<file path="src/hdl/jsm_pkg.sv">
// Shared types and constants for the joystick servo mapper.
package jsm_pkg;

    typedef enum logic [1:0] {
        MODE_SAMPLE = 2'd0,
        MODE_UNIT   = 2'd1,
        MODE_MUTE   = 2'd2,
        MODE_TICK   = 2'd3
    } t_mode;

    // configuration register indexes
    localparam logic [1:0] CFG_GAIN    = 2'd0;
    localparam logic [1:0] CFG_OFFSET  = 2'd1;
    localparam logic [1:0] CFG_LOCKOUT = 2'd2;

    localparam logic [17:0] GAIN_RESET    = 18'd104890;
    localparam logic [15:0] OFFSET_RESET  = 16'd1638;
    localparam logic [9:0]  LOCKOUT_RESET = 10'd100;

    // level thresholds in Q16, 33 bits to cover the full scaled range
    localparam logic [32:0] DEAD_LOW_Q  = 33'd4800 << 16;
    localparam logic [32:0] DEAD_HIGH_Q = 33'd5100 << 16;
    localparam logic [32:0] END_LOW_Q   = 33'd1700 << 16;
    localparam logic [32:0] END_HIGH_Q  = 33'd8100 << 16;

    localparam logic [15:0] LEVEL_LOW_CLAMP  = 16'd1638;
    localparam logic [15:0] LEVEL_HIGH_CLAMP = 16'd8192;
    localparam logic [15:0] LEVEL_CENTER     = 16'd4916;
    localparam logic [7:0]  BUZZ_ON          = 8'd127;
    localparam logic [10:0] AGE_MAX          = 11'd2047;

    // round(1800*s/4095) = floor((3600*s + 4095) * M / 2^37), M = ceil(2^37/8190)
    localparam int unsigned TENTHS_SHIFT = 37;
    localparam logic [48:0] TENTHS_RECIP = 49'd16781314;
    localparam logic [48:0] TENTHS_MUL   = TENTHS_RECIP * 49'd3600;
    localparam logic [48:0] TENTHS_ADD   = TENTHS_RECIP * 49'd4095;
    localparam logic [11:0] CENTER_TENTHS = 12'd900;

    typedef struct packed {
        logic [15:0]        servo_level;
        logic               buzz_a_on;
        logic               buzz_b_on;
        logic               buzz_clear;
        logic signed [11:0] position;
    } t_map_res;

    typedef struct packed {
        logic muted;
        logic unit;
    } t_flags;

endpackage

</file>
<file path="src/hdl/jsm_map.sv">
// Sample to servo level, buzzer action and position, one combinational pass.
module jsm_map
    import jsm_pkg::*;
(
    input  logic [11:0] i_sample,
    input  logic [17:0] i_gain,
    input  logic [15:0] i_offset,
    input  t_flags      i_flags,
    output t_map_res    o_res
);

    logic [32:0] w_lvl;
    logic [48:0] w_tenths_prod;
    logic [10:0] w_tenths;

    assign w_lvl = 33'({i_sample} * {i_gain}) + {1'b0, i_offset, 16'd0};

    assign w_tenths_prod = 49'(49'(i_sample) * TENTHS_MUL) + TENTHS_ADD;
    assign w_tenths      = w_tenths_prod[TENTHS_SHIFT +: 11];

    always_comb begin
        o_res.buzz_a_on  = 1'b0;
        o_res.buzz_b_on  = 1'b0;
        o_res.buzz_clear = 1'b0;
        priority if (w_lvl > DEAD_LOW_Q && w_lvl < DEAD_HIGH_Q) begin
            o_res.servo_level = LEVEL_CENTER;
        end else if (w_lvl < END_LOW_Q) begin
            o_res.servo_level = LEVEL_LOW_CLAMP;
            o_res.buzz_a_on   = !i_flags.muted;
        end else if (w_lvl > END_HIGH_Q) begin
            o_res.servo_level = LEVEL_HIGH_CLAMP;
            o_res.buzz_b_on   = !i_flags.muted;
        end else begin
            // here the level is at most 8100, so the integer part fits
            o_res.servo_level = w_lvl[31:16];
            o_res.buzz_clear  = 1'b1;
        end
        if (i_flags.unit) begin
            o_res.position = $signed({1'b0, w_tenths} - CENTER_TENTHS);
        end else begin
            o_res.position = $signed({1'b0, w_tenths});
        end
    end

endmodule

</file>
<file path="src/hdl/jsm_ctrl.sv">
// Button lockout counter and the mute and unit flags.
module jsm_ctrl
    import jsm_pkg::*;
(
    input  logic       i_clk,
    input  logic       i_rst_n,
    input  logic       i_fire,
    input  t_mode      i_mode,
    input  logic [9:0] i_lockout,
    output t_flags     o_flags
);

    logic [10:0] r_press_age, n_press_age;
    t_flags      r_flags, n_flags;
    logic        w_press_ok;

    assign w_press_ok = r_press_age > {1'b0, i_lockout};

    always_comb begin
        n_press_age = r_press_age;
        n_flags     = r_flags;
        if (i_fire) begin
            unique case (i_mode)
                MODE_SAMPLE: begin
                end
                MODE_UNIT: begin
                    if (w_press_ok) begin
                        n_press_age  = '0;
                        n_flags.unit = !r_flags.unit;
                    end
                end
                MODE_MUTE: begin
                    if (w_press_ok) begin
                        n_press_age   = '0;
                        n_flags.muted = !r_flags.muted;
                    end
                end
                MODE_TICK: begin
                    if (r_press_age != AGE_MAX) begin
                        n_press_age = r_press_age + 11'd1;
                    end
                end
                default: begin
                end
            endcase
        end
    end

    always_ff @(posedge i_clk) begin
        if (!i_rst_n) begin
            r_press_age <= '0;
            r_flags     <= '0;
        end else begin
            r_press_age <= n_press_age;
            r_flags     <= n_flags;
        end
    end

    assign o_flags = r_flags;

endmodule

</file>
<file path="src/hdl/joystick_servo_mapper.sv">
// Top level of the joystick servo mapper: input stage, state and result registers.
// Every item is a joystick sample, a unit or mute button press, or a 1 ms tick, and each
// gives one result: the servo level, both buzzer levels, the position in tenths of a
// degree and the two flags as they stand after that item. The block takes one item per
// clock while its results are taken; an accepted item waits in the input register, then
// passes once through the scaling multiply and compares into the result registers. A
// stalled result holds the next item in the input register, so at most two items are
// in flight. Configuration writes take effect at once and belong between items.
module joystick_servo_mapper
    import jsm_pkg::*;
(
    input  logic               i_clk,
    input  logic               i_rst_n,
    input  logic               i_cfg_we,
    input  logic [1:0]         i_cfg_index,
    input  logic [17:0]        i_cfg_data,
    input  logic               i_in_valid,
    output logic               o_in_ready,
    input  logic [1:0]         i_mode,
    input  logic [11:0]        i_sample,
    output logic               o_out_valid,
    input  logic               i_out_ready,
    output logic [15:0]        o_servo_level,
    output logic [7:0]         o_buzzer_a_level,
    output logic [7:0]         o_buzzer_b_level,
    output logic signed [11:0] o_position_tenths,
    output logic               o_muted,
    output logic               o_centered_units
);

    logic [17:0]        r_gain;
    logic [15:0]        r_offset;
    logic [9:0]         r_lockout;
    logic               r_in_valid;
    t_mode              r_mode;
    logic [11:0]        r_sample;
    logic               r_out_valid;
    logic [15:0]        r_servo;
    logic [7:0]         r_buzz_a;
    logic [7:0]         r_buzz_b;
    logic signed [11:0] r_position;
    logic               w_fire;
    logic               w_in_acc;
    t_flags             w_flags;
    t_map_res           w_map;

    assign w_fire     = r_in_valid && (!r_out_valid || i_out_ready);
    assign o_in_ready = !r_in_valid || w_fire;
    assign w_in_acc   = i_in_valid && o_in_ready;

    always_ff @(posedge i_clk) begin
        if (!i_rst_n) begin
            r_gain    <= GAIN_RESET;
            r_offset  <= OFFSET_RESET;
            r_lockout <= LOCKOUT_RESET;
        end else if (i_cfg_we) begin
            unique case (i_cfg_index)
                CFG_GAIN:    r_gain    <= i_cfg_data;
                CFG_OFFSET:  r_offset  <= i_cfg_data[15:0];
                CFG_LOCKOUT: r_lockout <= i_cfg_data[9:0];
                default: begin
                end
            endcase
        end
    end

    always_ff @(posedge i_clk) begin
        if (!i_rst_n) begin
            r_in_valid <= 1'b0;
        end else if (w_in_acc) begin
            r_in_valid <= 1'b1;
        end else if (w_fire) begin
            r_in_valid <= 1'b0;
        end
    end

    always_ff @(posedge i_clk) begin
        if (w_in_acc) begin
            r_mode   <= t_mode'(i_mode);
            r_sample <= i_sample;
        end
    end

    jsm_map u_map (
        .i_sample (r_sample),
        .i_gain   (r_gain),
        .i_offset (r_offset),
        .i_flags  (w_flags),
        .o_res    (w_map)
    );

    jsm_ctrl u_ctrl (
        .i_clk     (i_clk),
        .i_rst_n   (i_rst_n),
        .i_fire    (w_fire),
        .i_mode    (r_mode),
        .i_lockout (r_lockout),
        .o_flags   (w_flags)
    );

    // the state registers are the result registers; they only move when a result is free
    always_ff @(posedge i_clk) begin
        if (!i_rst_n) begin
            r_out_valid <= 1'b0;
            r_servo     <= '0;
            r_buzz_a    <= '0;
            r_buzz_b    <= '0;
            r_position  <= '0;
        end else begin
            if (w_fire) begin
                r_out_valid <= 1'b1;
            end else if (i_out_ready) begin
                r_out_valid <= 1'b0;
            end
            if (w_fire && r_mode == MODE_SAMPLE) begin
                r_servo    <= w_map.servo_level;
                r_position <= w_map.position;
                if (w_map.buzz_clear) begin
                    r_buzz_a <= '0;
                    r_buzz_b <= '0;
                end
                if (w_map.buzz_a_on) begin
                    r_buzz_a <= BUZZ_ON;
                end
                if (w_map.buzz_b_on) begin
                    r_buzz_b <= BUZZ_ON;
                end
            end
        end
    end

    assign o_out_valid       = r_out_valid;
    assign o_servo_level     = r_servo;
    assign o_buzzer_a_level  = r_buzz_a;
    assign o_buzzer_b_level  = r_buzz_b;
    assign o_position_tenths = r_position;
    assign o_muted           = w_flags.muted;
    assign o_centered_units  = w_flags.unit;

    a_ready_low_holds_item: assert property (@(posedge i_clk) disable iff (!i_rst_n)
        !o_in_ready |-> r_in_valid)
        else $error("input stage refuses an item while empty");

    a_fire_gives_result: assert property (@(posedge i_clk) disable iff (!i_rst_n)
        w_fire |=> r_out_valid)
        else $error("processed item produced no result");

    a_stalled_result_holds: assert property (@(posedge i_clk) disable iff (!i_rst_n)
        r_out_valid && !i_out_ready |=> $stable(r_servo) && $stable(r_position)
            && $stable(w_flags) && $stable(r_buzz_a) && $stable(r_buzz_b))
        else $error("state moved under a stalled result");

    a_buzz_levels: assert property (@(posedge i_clk) disable iff (!i_rst_n)
        (r_buzz_a == 8'd0 || r_buzz_a == BUZZ_ON) && (r_buzz_b == 8'd0 || r_buzz_b == BUZZ_ON))
        else $error("buzzer level outside its two values");

endmodule

</file>
<file path="config.mk">
export PLATFORM = sky130hd
export DESIGN_NAME = joystick_servo_mapper
export DESIGN_NICKNAME = d
export VERILOG_FILES = /design/src/hdl/jsm_pkg.sv /design/src/hdl/jsm_map.sv /design/src/hdl/jsm_ctrl.sv /design/src/hdl/joystick_servo_mapper.sv
export SDC_FILE = /design/constraint.sdc
export NUM_CORES = 1
export LEC_CHECK = 0
export BUFFER_PORTS_ARGS = -buffer_cell sky130_fd_sc_hd__buf_2
export CORE_ASPECT_RATIO = 0.7
export CORE_UTILIZATION = 65
export CTS_CLUSTER_SIZE = 12
export DETAILED_ROUTE_END_ITERATION = 10
export PLACE_DENSITY = 0.91
export SYNTH_ARGS = -nofsm -noshare
export SYNTH_HDL_FRONTEND = slang
export SYNTH_HIERARCHICAL = 1
export SYNTH_SLANG_ARGS = --single-unit
export TNS_END_PERCENT = 100
</file>
<file path="constraint.sdc">
create_clock -name i_clk -period 8.4 [get_ports i_clk]
set_input_delay 1.68 -clock i_clk [delete_from_list [all_inputs] [get_ports i_clk]]
set_output_delay 1.68 -clock i_clk [all_outputs]
set_load 0.02 [all_outputs]
</file>
==> results of run 1 <==
[worst max-delay path, cell delays in order, from the launching register on]
cell and delay (ns):
edfxtp_1 0.99, nand2_1 0.17, fa_1 0.54, inv_1 0.05, fa_1 0.46, fa_1 0.58
inv_1 0.07, fa_1 0.52, inv_1 0.05, fa_1 0.48, ha_1 0.37, and3_4 0.22
and2_4 0.17, a221o_1 0.39, a31oi_4 0.28, nor4_2 0.13, nor3_1 0.22, xor2_1 0.22
a2111oi_0 0.47, nand4_1 0.30, a31o_1 0.40, or3b_1 0.43, inv_1 0.08, and4b_1 0.23
o22ai_1 0.10
[per-stage QoR]
| step | area, um2 | worst slack [ns] | cells |
|---|---|---|---|
| final | 18600 | 0.356 | 2505 |
| after global placement | 18200 | 0.678 | 2483 |
| after floorplan | 17800 | 1.10 | 2126 |
| after detailed placement | 18200 | 0.479 | 2483 |
| after global routing | 18600 | 0.00573 | 2505 |
| after CTS | 18500 | 0.431 | 2499 |
[state kept, by name, summed over array words and instances (netlist names)]
name                cells
r_mode                  2
r_gain                 18
u_ctrl/r_press_age     11
o_out_valid             1
r_offset               16
u_ctrl/o_flags          2
o_buzzer_b_level        1
o_buzzer_a_level        1
r_lockout              10
r_in_valid              1
o_position_tenths      12
o_servo_level          16
r_sample               12
[timing repair]
item                                    CTS  global route
endpoints found under the setup margin    0             6
buffers inserted                          0             4
resized for setup                         0             2
[per-layer routing]
layer	up-vias	part of all wire (%)	wire length (um)	global-route usage, %
met1	7592	40	20300	50.5
li1	6916	-	-	-
met3	119	14	7270	13.3
met2	909	43	21400	53.3
met5	-	0.034	17	0
met4	4	2.5	1230	9.16
[Yosys cell counts (all sizes together), types with 5 or more instances]
cell     count
a211oi      12
a21boi      26
a21o        36
a21oi       72
a31oi       15
a32o         5
and2        90
and3         8
and3b        5
buf         48
clkbuf      58
dfxtp       89
edfxtp      14
fa         227
ha         212
inv        355
mux2i       34
nand2      356
nand2b      11
nand3       54
nand4       26
nor2        72
nor2b        9
nor3        31
nor4         7
o2111ai     10
o211ai      19
o21a        14
o21ai       51
or2          8
or3          5
xnor2       39
xor2        19
[area by class of cell]
type / instances / area (um2)
Multi-Input combinational cell: 1562 / 13700
Sequential cell: 103 / 2200
Clock buffer: 9 / 225
Fill cell: 2020 / 8190
Antenna cell: 2 / 5.00
Tap cell: 364 / 455
Inverter: 355 / 1330
Timing Repair Buffer: 103 / 583
Clock inverter: 7 / 76.3
[report_power, final]
part,total [mW],switching [mW],internal [mW]
Clock,0.427,0.215,0.212
Sequential,0.595,0.0578,0.537
Combinational,6.78,4.26,2.52
Total,7.80,4.54,3.27
[layout by cell type, fill, tap and decap left out, drive strengths merged, types with 15 or more instances in the layout]
master    n
dfxtp    89
nand3    54
xnor2    39
a31oi    15
nand2   356
o21ai    51
xor2     19
and2     90
o211ai   19
ha      212
a21boi   26
a21o     36
fa      227
buf     102
nor2     72
nor3     31
mux2i    34
a21oi    72
inv     359
nand4    26
[how the worst max path moves through the flow]
stage / cells past startpoint / start / endpoint / slack (ns)
after floorplan: 27 / r_sample[5] / o_buzzer_a_level[5] / 1.10
final: 24 / r_sample[6] / o_buzzer_a_level[5] / 0.36
after global routing: 24 / r_sample[6] / o_buzzer_a_level[5] / 0.006
after detailed placement: 25 / r_sample[10] / o_position_tenths[6] / 0.48
after CTS: 25 / r_sample[10] / o_position_tenths[6] / 0.43
after global placement: 24 / r_sample[7] / o_buzzer_b_level[5] / 0.68
[logic make-up (layout without fill, tap and decap cells)]
kind of cell,after synthesis,count (layout),share of synthesized area [%]
adders and majority gates,439,439,40.5
DFF,103,103,12.4
muxes,35,35,1.98
other,2,6,0.0423
xor gates and xnor gates,58,58,2.86
and+or+nand+nor,707,707,19.1
AOI/OAI and AO/OA,319,319,12.6
buffers and inverters,461,474,10.5
==> impl_results.md, run 1 <==
- MaxCap Viol Count: 0
- Ys async rst share: 0%
- Share of cells above drive strength 1: just over 7%
- Post-CTS Hold Buffers: 0
- DRC Markers: 0
- I/O pin cnt: a little under 90
- Root Buffer: clkbuf_16
- CP required: 8.64 ns
- Vias in the first global route: 15374
- Cell taking the most area after synthesis: fa_1
- Worst-skew pair later-pin latency: ~0.37 ns
- Avg Vias per Cell: 6.20
- Area growth from synthesis to layout: 4.69%
- Hold Startpoint: o_servo_level[13]
- Worst Skew: roughly 0.012 ns
- Clk slew on worst S/H paths: 0.09 ns
- Worst reg2reg path startpoint: r_sample[6]
- Top FF cell, synth: dfxtp_1
- Fmax: 124 MHz
- Final GP Congestion: 0.993
- RSZ-0062 raised after global routing: false
- Worst Reg-to-Reg Cells: 24
- Critical Path End Type: flip-flop
- DR vias: 15540
- Detailed-placement wirelength estimate: 40100 um
- Cell Area, Synth: about 0.018 mm2
- Antenna viol nets, final: 0
- CTS sink count: 103
- Worst hold stages: 2
- Mean Syn Cell Area: 8.36 um2
- Min Hold Slack: about 0.46 ns
- Area of the die: 0.0280 mm2
- Layout Nets: 2612
- H-tree lvl count: 3
- CP Class: flip-flop to flip-flop
- Initial DRC count: 1622
- Post-synth EDFFs: 14
- Mapped Cells: roughly 2100
- Yosys cell types: between 90 and 100
- Min Tclk post-route: 8.04 ns
- Die W: 200 um
- Wire per inst: about 20 um
- Total power: 7.80 mW
- Worst-path maximum fanout: 24
- Clock buffer depth: 2
- Final-report max-slew violation count: 0
- Slew HR: 30.5%
- FP Rows: 50
- Pleak: 9.22 nW
- First-pass GRT wire length: between 70000 and 80000 um
- YS warnings: 6
- Status: finished, final reports clean
- IO buf count: 84
- CTS Buf Count: 9
- Gr ovfl total: 0
- Seq/Total Area, Yosys: 12.4%
- Worst min path class: flip-flop to flip-flop
- FF-to-FF setup slack: 0.36 ns
- VDD IR max: 0.000408 V
- Startpoint types: flip-flop
- Tcrit/Tclk final: a little over nine tenths
- Worst slew pin tran: 1.04 ns
- FF-to-FF End: o_buzzer_a_level[5]
- Hold path endpoint: o_servo_level[13]
- Initial antenna violation count: 4
- Worst path arrival time: slightly above 8 ns
- TritonCTS clock tree: done
- Drt total wl: around 50000 um
- Top cell type's share of synthesized area: 25.6%
- Chip Height: 140 um
- Final Hold Fails: 0
- Final-report setup violation count: 0
- All-Layer GR Usage: between 30% and 40%
- PD cells: 420 mW/mm2
- Post-synthesis register bit count: 103
- Core ar.: 0.0268 mm2
- Initial Util: 66.3%
- First drt pass iteration count: 6
- Pin count of the biggest net entering global routing: 117
- Leading cell types by total area after synthesis: fa_1, ha_1, dfxtp_1
- Final Util: a little over two thirds
- Fin Setup TNS: 0 ns
(Power assumes the default switching activity.)
==> run 2, diff against run 1 <==
==> constraint.sdc (replaced) <==
create_clock -name i_clk -period 8.9 [get_ports i_clk]
set_input_delay 1.78 -clock i_clk [delete_from_list [all_inputs] [get_ports i_clk]]
set_output_delay 1.78 -clock i_clk [all_outputs]
set_load 0.02 [all_outputs]
==> run 2 against run 1 <==
  * Clock power fell by 0.9%
  * Routed wire length fell by 5.0%
  * Cell count fell by 0.44%
  * Combinational power fell by 6.8%
==> impl_results.md, run 2 (synthesized netlist as in run 1, its figures left out) <==
- Status: finished, final reports clean
- I/O pin cnt: between 80 and 90
- CP max-delay cell: edfxtp_1
- Final-report max-slew violation count: 0
- Min Tclk post-route: 8.25 ns
- Worst-path maximum fanout: 25
- Psw: roughly 4.2 mW
- First drt pass iteration count: 6
- MaxCap Viol Count: 0
- Chip Height: between 100 and 150 um
- Share of cells above drive strength 1: ~6.7%
- Wire per inst: 19.1 um
- DR vias: 15211
- RSZ-0062 raised after global routing: false
- CP required: slightly above 9 ns
- Startpoint types: flip-flop
- Layout Nets: 2602
- Critical Path End Type: flip-flop
- VDD IR max: 0.000409 V
- Die W: ~200 um
- Worst-skew pair later-pin latency: about 0.36 ns
- DP Worst Slack: roughly 0.83 ns
- Area of the die: 0.0280 mm2
- Gr ovfl total: 0
- Root Buffer: clkbuf_16
- Final Worst Setup Slack: 0.653 ns
- Sw frac: between 50% and 60%
- Total power: approximately 7.3 mW
- IO buf count: 84
- Final GP Congestion: approximately 1.0
- All-Layer GR Usage: between 30 and 40%
- Most common cell after layout, fill and taps aside: nand2_1
- TritonCTS clock tree: done
- Worst min path class: flip-flop to flip-flop
- Detailed-placement wirelength estimate: between 30000 and 40000 um
- Crit-path most repeated cell: fa_1
- FP Rows: 50
- Area growth from synthesis to layout: 4.19%
- Initial DRC count: 1594
- First-pass GRT wire length: around 76000 um
- CTS sink count: 103
- Worst path arrival time: 8.53 ns
- Pleak: about 9.2 nW
- Clock buffer depth: 2
- DRC Markers: 0
- Drt total wl: 47700 um
- Post-CTS repair timing setup buffer count: 0
- Cts repair resizes: 0
- Internal power: around 3.1 mW
- Commonest non-fill, non-tap cells in the layout: nand2_1, inv_1, fa_1
- H-tree lvl count: 3
- Tcrit/Tclk final: between 90 and 100%
- Gate power share: 86.5%
- Final instance area: 0.0185 mm2
- Avg Vias per Cell: approximately 6
- Seq pwr share: 7.7%
- Post-CTS Hold Buffers: 0
- Clock network power share: under 10%
- Vias in the first global route: 14796
- Final-report setup violation count: 0
- PD cells: 395 mW/mm2
- Core ar.: 0.0268 mm2
- Worst slew pin tran: 1.12 ns
- Clk slew on worst S/H paths: 0.09 ns
- Antenna viol nets, final: 0
- Fmax: 121 MHz
- Initial antenna violation count: 2
- CTS Buf Count: 9
- Largest Register: r_gain
- Pin count of the biggest net entering global routing: 117
- Final Util: 69.1%
- Fin Setup TNS: 0 ns
- Slew HR: 25.0%
- Initial Util: 66.3%
- Largest register FFs: 18
- Worst Skew: 0.0117 ns
- Max incr delay on CP: 1.02 ns
- Crit-path cells: nand2_1, fa_1, inv_1, fa_1, fa_1, fa_1, inv_1, fa_1, inv_1, ha_1, and3_4, and2_4, a221o_1, a31oi_4, nor4_1, o211ai_2, nand3_1, or4_1, a221oi_1, o2111ai_1, or3b_1, inv_1, and4b_1, o22ai_1
- Instance area at placement: ~0.018 mm2
- CP Class: flip-flop to flip-flop
- Final Hold Fails: 0
-- run 2: path summary, 6_finish.rpt --
check                                       from                  end  slack (ns)  cells after the start
worst min-delay path            o_servo_level[1]     o_servo_level[1]        0.46                      2
worst max-delay path                 r_sample[3]  o_buzzer_b_level[5]        0.65                     24
worst max register to register       r_sample[3]  o_buzzer_b_level[5]        0.65                     24
worst min register to register  o_servo_level[1]     o_servo_level[1]        0.46                      2
-- run 2: through the flow --
stage	instances	hold slack (ns)
final	2494	0.456
after floorplan	2126	0.435
after CTS	2493	0.456
after global routing	2494	0.484
after global placement	2477	0.439
after detailed placement	2477	0.445
-- run 2: area by class of cell --
class / instances / area (um2)
multi-input combinational: 1562 / 13700
fill: 2075 / 8280
sequential: 103 / 2200
inverter: 355 / 1330
timing repair buffer: 93 / 490
tap: 364 / 455
clock buffer: 9 / 225
clock inverter: 7 / 96.3
antenna: 1 / 2.50
-- run 2: power by group through the flow --
stage	Combinational (mW)	Sequential [mW]	Clock (mW)
finish	6.32	0.565	0.423
detailed placement	6.07	0.572	0
floorplan	4.67	0.569	0
CTS	6.12	0.562	0.424
global placement	5.94	0.569	0
global route	6.93	0.569	0.443
-- run 2: critical path, delay by kind of cell, from the launching register on --
family          cells  cell delay [ns]
fa+ha+maj           6             3.01
compound gates      6             2.09
simple gates        8             1.85
flops               1             1.02
buf+inv             4             0.23
-- run 2: per-layer routing --
metal,global-route usage (%),vias to the layer above,wire [um]
met5,0,-,0
met1,50.0,7400,20200
met3,12.1,57,6400
met2,50.6,862,20500
met4,5.42,0,564
li1,-,6892,-
==> run 3, diff against run 2 <==
--- a/config.mk
+++ b/config.mk
@@ -10,7 +10,7 @@
 export CORE_UTILIZATION = 65
 export CTS_CLUSTER_SIZE = 12
 export DETAILED_ROUTE_END_ITERATION = 10
-export PLACE_DENSITY = 0.91
+export PLACE_DENSITY = 0.84
 export SYNTH_ARGS = -nofsm -noshare
 export SYNTH_HDL_FRONTEND = slang
 export SYNTH_HIERARCHICAL = 1
==> constraint.sdc (replaced) <==
create_clock -name i_clk -period 9.33 [get_ports i_clk]
set_input_delay 1.866 -clock i_clk [delete_from_list [all_inputs] [get_ports i_clk]]
set_output_delay 1.866 -clock i_clk [all_outputs]
set_load 0.02 [all_outputs]
==> run 3 against run 2 <==
  * Worst hold slack about the same
  * Clock power decreased by 13%
  * Routed wire length decreased by 1.3%
  * Register-to-register slack improved by 0.52 ns
  * Largest power group unchanged
  * Worst setup slack improved by 0.52 ns
  * Highest routed layer unchanged
  * Clock skew increased by 0.0057 ns
  * Cell area decreased by 0.22%
  * Sequential power decreased by 5.1%
==> impl_results.md, run 3 (synthesized netlist as in run 1, its figures left out) <==
- DR vias: 15021
- Clk slew on worst S/H paths: 0.08 ns
- Final-report max-slew violation count: 0
- RSZ-0062 raised after global routing: false
- Layout Nets: ~2600
- PD cells: 374 mW/mm2
- Min Tclk post-route: 8.15 ns
- Share of cells above drive strength 1: 6.63%
- Avg Vias per Cell: 6.02
- Initial DRC count: 1291
- Final-report setup violation count: 0
- First-pass GRT wire length: 75100 um
- Worst reg2reg path startpoint: r_sample[5]
- Worst slew pin tran: 1.04 ns
- Cts repair resizes: 0
- Final Worst Setup Slack: 1.18 ns
- Worst Reg-to-Reg Cells: 24
- Gate power share: 86.9%
- Worst min path class: flip-flop to flip-flop
- Startpoint types: flip-flop
- Pin count of the biggest net entering global routing: 117
- IO buf count: 84
- Detailed-placement wirelength estimate: ~39000 um
- Worst path arrival time: 8.43 ns
- Area growth from synthesis to layout: 3.96%
- DP Worst Slack: about 1.3 ns
- DRC Markers: 0
- Commonest non-fill, non-tap cells in the layout: nand2_1, inv_1, fa_1
- Worst-skew pair later-pin latency: 0.36 ns
- Clock network power share: 5.3%
- Critical path launch point: r_sample[5]
- CTS sink count: 103
- CTS Buf Count: 9
- Sw frac: about 58%
- Final GP Congestion: around 1
- Worst-path maximum fanout: 24
- FF-to-FF End: o_buzzer_b_level[5]
- TritonCTS clock tree: done
- Die W: 200 um
- FF-to-FF setup slack: between 1 and 1.5 ns
- I/O pin cnt: 87
- CP Class: flip-flop to flip-flop
- CP Capture Point: o_buzzer_b_level[5]
- Root Buffer: clkbuf_16
- Gr ovfl total: 0
- Fin Setup TNS: 0 ns
- Final Hold Fails: 0
- VDD IR max: 0.000446 V
- Slew HR: 30.5%
- Multi-input gate area: between 0.01 and 0.015 mm2
- Largest register FFs: 18
- First drt pass iteration count: 10
- Most common cell after layout, fill and taps aside: nand2_1
- Placed cells: 2476
- Pleak: slightly above 9 nW
- CP required: 9.60 ns
- Area of the die: 0.0280 mm2
- Clock buffer depth: 2
- Seq pwr share: around 7.8%
- Tcrit/Tclk final: 87.4%
- Wire per inst: 18.9 um
- Critical Path End Type: flip-flop
- Psw: 4.00 mW
- FF+latch area: 0.00220 mm2
- All-Layer GR Usage: 34.6%
- Initial Util: 66.3%
- Status: finished, final reports clean
- MaxCap Viol Count: 0
- Drt total wl: 47100 um
- Antenna viol nets, final: 0
- Fmax: 123 MHz
- H-tree lvl count: 3
- Vias in the first global route: approximately 15000
- Fillers: 2184
- FP Rows: 50
- Post-CTS Hold Buffers: 0
- Layout Cells excl Fill: 2496
- Initial antenna violation count: 2
- Worst Skew: 0.0174 ns
- Chip Height: between 100 and 150 um
- Internal power: 2.91 mW
- Core ar.: roughly 0.027 mm2
- Largest Register: r_gain
- Post-CTS repair timing setup buffer count: 0
[run 3: how the worst min path moves through the flow]
stage | slack (ns) | cells after the start | from | endpoint
2_1_floorplan | 0.44 | 2 | r_offset[12] | r_offset[12]
3_3_place_gp | 0.44 | 2 | o_servo_level[14] | o_servo_level[14]
3_5_place_dp | 0.45 | 2 | o_servo_level[4] | o_servo_level[4]
4_1_cts | 0.46 | 2 | r_offset[12] | r_offset[12]
5_1_grt | 0.47 | 2 | o_servo_level[11] | o_servo_level[11]
6_report | 0.46 | 2 | r_offset[12] | r_offset[12]
[run 3: critical path: stages, from the launching register on]
cell	delay, ns
edfxtp_1	1.01
nand2_1	0.18
fa_1	0.58
inv_1	0.05
fa_1	0.47
fa_1	0.49
inv_1	0.05
fa_1	0.53
inv_1	0.06
fa_1	0.49
ha_1	0.38
a21o_1	0.21
a21oi_1	0.14
nor2_1	0.05
o21ai_0	0.49
inv_1	0.15
o2111ai_1	0.48
a311o_1	0.25
nand4_1	0.14
a221oi_1	0.65
o2111ai_1	0.44
or3b_1	0.33
inv_1	0.05
and4b_1	0.21
o22ai_1	0.16
[run 3: power by group through the flow]
stage | Clock [mW] | Sequential, mW | Combinational, mW
final | 0.369 | 0.536 | 6.00
after global placement | 0 | 0.541 | 5.69
after detailed placement | 0 | 0.544 | 5.77
after floorplan | 0 | 0.543 | 4.46
after CTS | 0.372 | 0.534 | 5.82
after global routing | 0.387 | 0.541 | 6.62
[run 3: cell type report]
class,instances,area share [%]
Multi-Input combinational cell,1562,74.2
Sequential cell,103,11.9
Clock buffer,10,1.24
Timing Repair Buffer,92,2.62
Inverter,355,7.22
Clock inverter,6,0.278
Antenna cell,4,0.0542
Tap cell,364,2.47
[run 3: stage by stage]
stage               hold slack, ns  power [mW]  utilization [%]  cell area [um2]
global route                 0.474        7.55             68.9            18500
detailed placement           0.446        6.31             67.9            18200
floorplan                    0.435        5.00                -            17800
global placement             0.439        6.23             67.9            18200
finish                       0.456        6.91             68.9            18500
CTS                          0.458        6.73             68.9            18400
[run 3: routing by layer]
layer  track usage [%]  wire, um  up-vias
met2              49.8     19700      702
li1                  -         -     6893
met4              5.83       562        0
met1              50.3     21000     7375
met5                 0         0        -
met3              12.3      5850       51
